File: config.mk
export PLATFORM = sky130hd
export DESIGN_NAME = weno3_ctrl
export DESIGN_NICKNAME = d
export VERILOG_FILES = /design/src/design/weno3_pkg.sv /design/src/design/weno3_ctrl.sv
export VERILOG_INCLUDE_DIRS = /design/src /design/src/design
export SDC_FILE = /design/constraint.sdc
export NUM_CORES = 1
export LEC_CHECK = 0
export BUFFER_PORTS_ARGS = -buffer_cell sky130_fd_sc_hd__buf_4
export CAP_MARGIN = 30
export CORE_MARGIN = 2
export CORE_UTILIZATION = 40
export DETAILED_ROUTE_END_ITERATION = 8
export SETUP_SLACK_MARGIN = 0.02
export SLEW_MARGIN = 20
export SYNTH_ARGS = -nofsm -noshare
export SYNTH_HDL_FRONTEND = slang
export SYNTH_SLANG_ARGS = --single-unit
export TNS_END_PERCENT = 10
File: constraint.sdc
create_clock -name clk_i -period 2.1 [get_ports clk_i]
set_input_delay 0 -clock clk_i [delete_from_list [all_inputs] [get_ports clk_i]]
set_output_delay 0 -clock clk_i [all_outputs]
set_load 0.01 [all_outputs]
File: src/design/assert_macros.svh
// Shared assertion macros, clocked on clk_i with reset disable.
`ifndef ASSERT_MACROS_SVH
`define ASSERT_MACROS_SVH

`define WENO_ASSERT(lbl, prop) \
  lbl: assert property (@(posedge clk_i) disable iff (!rst_ni) (prop)) \
    else $error("weno3 assertion failed");

`define WENO_ASSERT_IMP(lbl, ante, cons) \
  `WENO_ASSERT(lbl, (ante) |-> (cons))

`define WENO_ASSERT_NXT(lbl, ante, cons) \
  `WENO_ASSERT(lbl, (ante) |=> (cons))

`endif

File: src/design/weno3_pkg.sv
// ----------------------------------------------------------------------------
// weno3_pkg
// Types and constants shared by the WENO3 face reconstruction block.
// ----------------------------------------------------------------------------
`default_nettype none

package weno3_pkg;

  localparam int unsigned VALUE_WIDTH  = 32;
  localparam int unsigned FRAC_BITS    = 16;
  localparam int unsigned INV_WIDTH    = 32;
  localparam int unsigned OFFSET_WIDTH = 16;
  localparam int unsigned NORM_BITS    = 30;

  localparam logic [INV_WIDTH-1:0]    INV_SPACING_RST   = 32'd65536;
  localparam logic [OFFSET_WIDTH-1:0] WEIGHT_OFFSET_RST = 16'd1;

  typedef enum logic [0:0] {
    CFG_INV_SPACING   = 1'b0,
    CFG_WEIGHT_OFFSET = 1'b1
  } cfg_index_e;

  typedef struct packed {
    logic signed [VALUE_WIDTH-1:0] cell_value;
    logic                          line_first;
    logic                          line_final;
  } in_beat_t;

  typedef struct packed {
    logic signed [VALUE_WIDTH-1:0] slope;
    logic signed [VALUE_WIDTH-1:0] curvature_term;
    logic                          run_end;
  } out_beat_t;

  typedef struct packed {
    logic ld_pend;
    logic ld_ops;
    logic ops_last;
    logic win_shift;
    logic win_restart;
    logic en_sq;
    logic en_ind;
    logic en_norm;
    logic en_sqx;
    logic en_div_init;
    logic en_div;
    logic en_face;
    logic en_mul;
    logic en_fin;
    logic ld_out;
  } ctrl_cmd_t;

  typedef struct packed {
    logic norm_done;
    logic out_free;
  } dpath_status_t;

endpackage

`default_nettype wire

File: src/design/weno3_ctrl.sv
// ----------------------------------------------------------------------------
// weno3_ctrl
// Sequencer: window bookkeeping, line state and step commands to the datapath.
// ----------------------------------------------------------------------------
`default_nettype none

module weno3_ctrl (
  input  wire logic                      clk_i,
  input  wire logic                      rst_ni,
  input  wire logic                      in_valid_i,
  input  wire logic                      in_first_i,
  input  wire logic                      in_final_i,
  output logic                           in_stall_o,
  input  wire weno3_pkg::dpath_status_t  status_i,
  output weno3_pkg::ctrl_cmd_t           cmd_o
);
  import weno3_pkg::*;
  `include "assert_macros.svh"

  localparam int unsigned CW = $clog2(FRAC_BITS + 1);

  localparam logic [3:0] S_IDLE = 4'd0;
  localparam logic [3:0] S_PREP = 4'd1;
  localparam logic [3:0] S_LAST = 4'd2;
  localparam logic [3:0] S_SQ   = 4'd3;
  localparam logic [3:0] S_IND  = 4'd4;
  localparam logic [3:0] S_NORM = 4'd5;
  localparam logic [3:0] S_SQX  = 4'd6;
  localparam logic [3:0] S_DIVI = 4'd7;
  localparam logic [3:0] S_DIV  = 4'd8;
  localparam logic [3:0] S_FACE = 4'd9;
  localparam logic [3:0] S_MUL  = 4'd10;
  localparam logic [3:0] S_FIN  = 4'd11;
  localparam logic [3:0] S_OUT  = 4'd12;

  logic [3:0]    state_q, state_d;
  logic          fill_q, fill_d;
  logic          second_q, second_d;
  logic          first_q, first_d;
  logic          final_q, final_d;
  logic [CW-1:0] cnt_q, cnt_d;
  logic          accept;

  assign in_stall_o = (state_q != S_IDLE);
  assign accept     = in_valid_i && !in_stall_o;

  always_comb begin
    state_d  = state_q;
    fill_d   = fill_q;
    second_d = second_q;
    first_d  = first_q;
    final_d  = final_q;
    cnt_d    = cnt_q;
    cmd_o    = '0;
    unique case (state_q)
      S_IDLE: begin
        if (accept) begin
          cmd_o.ld_pend = 1'b1;
          first_d       = in_first_i;
          final_d       = in_final_i;
          state_d       = S_PREP;
        end
      end
      S_PREP: begin
        if (fill_q && !first_q) begin
          cmd_o.ld_ops    = 1'b1;
          cmd_o.win_shift = 1'b1;
          second_d        = final_q;
          state_d         = S_SQ;
        end else begin
          cmd_o.win_restart = 1'b1;
          fill_d            = 1'b1;
          state_d           = final_q ? S_LAST : S_IDLE;
        end
      end
      S_LAST: begin
        cmd_o.ld_ops   = 1'b1;
        cmd_o.ops_last = 1'b1;
        fill_d         = 1'b0;
        second_d       = 1'b0;
        state_d        = S_SQ;
      end
      S_SQ: begin
        cmd_o.en_sq = 1'b1;
        state_d     = S_IND;
      end
      S_IND: begin
        cmd_o.en_ind = 1'b1;
        state_d      = S_NORM;
      end
      S_NORM: begin
        cmd_o.en_norm = 1'b1;
        if (status_i.norm_done) begin
          state_d = S_SQX;
        end
      end
      S_SQX: begin
        cmd_o.en_sqx = 1'b1;
        state_d      = S_DIVI;
      end
      S_DIVI: begin
        cmd_o.en_div_init = 1'b1;
        cnt_d             = '0;
        state_d           = S_DIV;
      end
      S_DIV: begin
        cmd_o.en_div = 1'b1;
        cnt_d        = cnt_q + 1'b1;
        if (cnt_q == CW'(FRAC_BITS - 1)) begin
          state_d = S_FACE;
        end
      end
      S_FACE: begin
        cmd_o.en_face = 1'b1;
        state_d       = S_MUL;
      end
      S_MUL: begin
        cmd_o.en_mul = 1'b1;
        state_d      = S_FIN;
      end
      S_FIN: begin
        cmd_o.en_fin = 1'b1;
        state_d      = S_OUT;
      end
      S_OUT: begin
        if (status_i.out_free) begin
          cmd_o.ld_out = 1'b1;
          state_d      = second_q ? S_LAST : S_IDLE;
        end
      end
      default: begin
        state_d = S_IDLE;
      end
    endcase
  end

  always_ff @(posedge clk_i or negedge rst_ni) begin
    if (!rst_ni) begin
      state_q  <= S_IDLE;
      fill_q   <= 1'b0;
      second_q <= 1'b0;
      first_q  <= 1'b0;
      final_q  <= 1'b0;
      cnt_q    <= '0;
    end else begin
      state_q  <= state_d;
      fill_q   <= fill_d;
      second_q <= second_d;
      first_q  <= first_d;
      final_q  <= final_d;
      cnt_q    <= cnt_d;
    end
  end

  `WENO_ASSERT_NXT(a_accept_prep, accept, state_q == S_PREP)
  `WENO_ASSERT(a_cnt_range, cnt_q <= CW'(FRAC_BITS))
  `WENO_ASSERT_NXT(a_last_closes, state_q == S_LAST, !fill_q && state_q == S_SQ)

endmodule

`default_nettype wire

==> flow_metrics.env <==
export IMPL_status="finished, final reports clean"
export IMPL_required_ps=2250
export IMPL_design_power_total_mw=1.38
export IMPL_syn_avg_cell_area_um2=9.12
export IMPL_worst_slew_margin_rel_pct=73.8
export IMPL_yosysTopAreaCellShare_pct=38.3
export IMPL_rsz0062_at_grt="false"
export IMPL_ant_nets=0
export IMPL_nNetsFinal=129
export IMPL_antenna_found_initial=0
export IMPL_io_buffers=22
export IMPL_setup_tns_ps=0
export IMPL_post_drt_wl_per_cell_um=12.4
export IMPL_synth_edf_count=0
export IMPL_synth_area_um2=848
export IMPL_placementRows=16
export IMPL_antenna_cells=0
export IMPL_worstPathMaxFanout=4
export IMPL_grt_max_degree=16
export IMPL_path_clk_slew_ps=80
export IMPL_stdcell_count=146
export IMPL_vias=733
export IMPL_placed_cells=138
export IMPL_cellLeakagePower_nw=0.511
export IMPL_grtUsageTotal_pct=16.1
export IMPL_cts_sinks=13
export IMPL_max_cap_viol_count=0
export IMPL_cts_tree="yes"
export IMPL_worstSetupPathType="reg -> reg"
export IMPL_place_congestion=0.768
export IMPL_synth_cell_types=36
export IMPL_drive_above_1_share_pct=31.1
export IMPL_fin_skew_ps=4.82
export IMPL_drtIter0Drc=8
export IMPL_min_period_ps=1860
export IMPL_end_kind="register"
export IMPL_fmax_ghz=0.537
export IMPL_hpwl_um=1380
export IMPL_grt_pass1_vias=670
export IMPL_clock_root_buffer="clkbuf_4"
export IMPL_final_period_utilization_pct=88.6
export IMPL_post_cts_buffers=0
export IMPL_wirelength_um=1810
export IMPL_synth_compound_area_share_pct=14.7
export IMPL_tightest_slew_ps=394
export IMPL_core_um2=1980
export IMPL_initial_core_util_pct=42.8
export IMPL_synth_net_count=102
export IMPL_yosys_area_share_simple_pct=31.1
export IMPL_htree_levels=1
export IMPL_power_density_nw_per_um2=1270
export IMPL_grt_pass1_wl_um=3040
export IMPL_place_ws_ps=242
export IMPL_ios=23
export IMPL_areaGrowthSynthToFinish_pct=27.9
export IMPL_ys_top_cells_by_area="dfrtp_1 (38%), nor2_1 (5.3%), nand2b_1 (4.4%), mux2_2 (4.0%), o21ai_1 (3.5%)"
export IMPL_finalSetupViolCount=0
export IMPL_ys_seq_area_share_pct=38.3
export IMPL_route_detailed_drc=0
export IMPL_numCtsBuffers=3
export IMPL_ctsLongestPathBuffers=2
export IMPL_synth_flop_cell="dfrtp_1"
export IMPL_first_pass_iters=4
export IMPL_hp_class="in -> async"
export IMPL_yosys_mux_area_fraction_pct=5.16
export IMPL_crit_chain="ha_1, and3_1, ha_1, mux2_2, o31ai_1, o32ai_1"
export IMPL_fp_dieH_um=50.1
export IMPL_worstSkewPairLatency_ps=280
export IMPL_critical_path_buf_inv_count=0
export IMPL_synth_xor_area_share_pct=1.03
export IMPL_netlist_instances=93
export IMPL_overflow=0
export IMPL_yosysWarningCount=0
export IMPL_holdWs_ps=93.7
export IMPL_async_flop_share_pct=100
export IMPL_synth_largest_area_cell="dfrtp_1"
export IMPL_startpoint_type="register"
export IMPL_crit_slowest_cell="dfrtp_1"
export IMPL_synth_top_family_by_area="simple AND/OR/NAND/NOR gates"
export IMPL_report_final_slew_viol_count=0
export IMPL_ys_seq_elements=13
export IMPL_ir_worst_vdd_v=0.000633
export IMPL_path_delay_family="compound AO/OA/AOI/OAI gates"
export IMPL_arrival_ps=2010
export IMPL_path_common_cell="ha_1"
export IMPL_die_x_um=50.1
export IMPL_cpPeakStageDelay_ps=420
export IMPL_fin_ws_ps=239
export IMPL_dieArea_um2=2510
export IMPL_synth_adder_area_share_pct=2.95
export IMPL_ctsResizeCount=0
export IMPL_hold_viol=0
export IMPL_routed_via_density=5.02
[cells in the mapped netlist, types with 2 or more instances]
cell type	number
dfrtp_1	13
nor2_1	12
nand2_1	8
nand2b_1	6
o21ai_1	6
inv_1	3
mux2_2	3
nor2_2	3
nor3b_1	3
o21ai_0	3
and3_1	2
buf_2	2
buf_6	2
ha_1	2
nand3_1	2
nor2b_1	2
or2_1	2
[metal layers]
metal / wire (µm) / GRT usage (%) / share of wire (%)
met4: 8 / 4.17 / 0.44
met5: 0 / 0 / 0
met1: 867 / 21.2 / 48
met3: 105 / 6.36 / 5.8
met2: 824 / 24.6 / 46
[registers in the layout, indices dropped and copies added (netlist names)]
name	cells
cnt_q	5
state_q	4
second_q	1
fill_q	1
final_q	1
first_q	1
[worst reg2reg max path, stage by stage, from the launching register on]
cell and delay [ps]:
dfrtp_1 420, ha_1 240, and3_1 190, ha_1 160
mux2_2 250, o31ai_1 330, o32ai_1 150
[final timing paths]
check,from,endpoint,slack (ps),cells past startpoint
min in group clk_i,status_i[0],state_q[2],150,5
hold / removal,rst_ni,cnt_q[2],90,2
setup / recovery,cnt_q[0],state_q[0],240,6
hold reg to reg,cnt_q[4],cnt_q[4],510,2
max in group asynchronous,rst_ni,fill_q,1840,2
setup reg to reg,cnt_q[0],state_q[0],240,6
[stage by stage]
step / cell area [µm²] / utilization, %
3_3_place_gp: 1020 / 51.4
3_5_place_dp: 1020 / 51.4
6_report: 1080 / 54.7
4_1_cts: 1080 / 54.7
2_1_floorplan: 848 / -
5_1_grt: 1080 / 54.7
[placed cells by master, fill, tap and decap left out, types with 4 or more instances in the layout]
master	instances
buf_4	23
nand2b_1	6
dfrtp_1	13
o21ai_1	6
nor2_1	12
nand2_1	8
dlygate4sd3_1	4
[report_power, final]
part	internal, mW	total, mW	switching, mW
Sequential	0.342	0.489	0.147
Combinational	0.369	0.738	0.369
Clock	0.0737	0.153	0.0797
[cell type report]
| type | instances | area [µm²] |
|---|---|---|
| multi-input combinational | 71 | 467 |
| sequential | 13 | 325 |
| timing repair buffer | 27 | 213 |
| tap | 27 | 33.8 |
| inverter | 4 | 20.0 |
| clock buffer | 4 | 26.3 |
| fill | 202 | 897 |
[kinds of logic after synthesis]
group,count (synthesis)
adders and majority gates,2
AOI/OAI and AO/OA,18
and+or+nand+nor,46
xor gates and xnor gates,1
buffers and inverters,9
DFF,13
muxes,4
[timing repair]
| action | in CTS | in global routing |
|---|---|---|
| hold endpoints to repair | 16 | 0 |
| hold buffers | 4 | 0 |
| endpoints found under the setup margin | 0 | 0 |
Power figures use the tool's default switching activity.
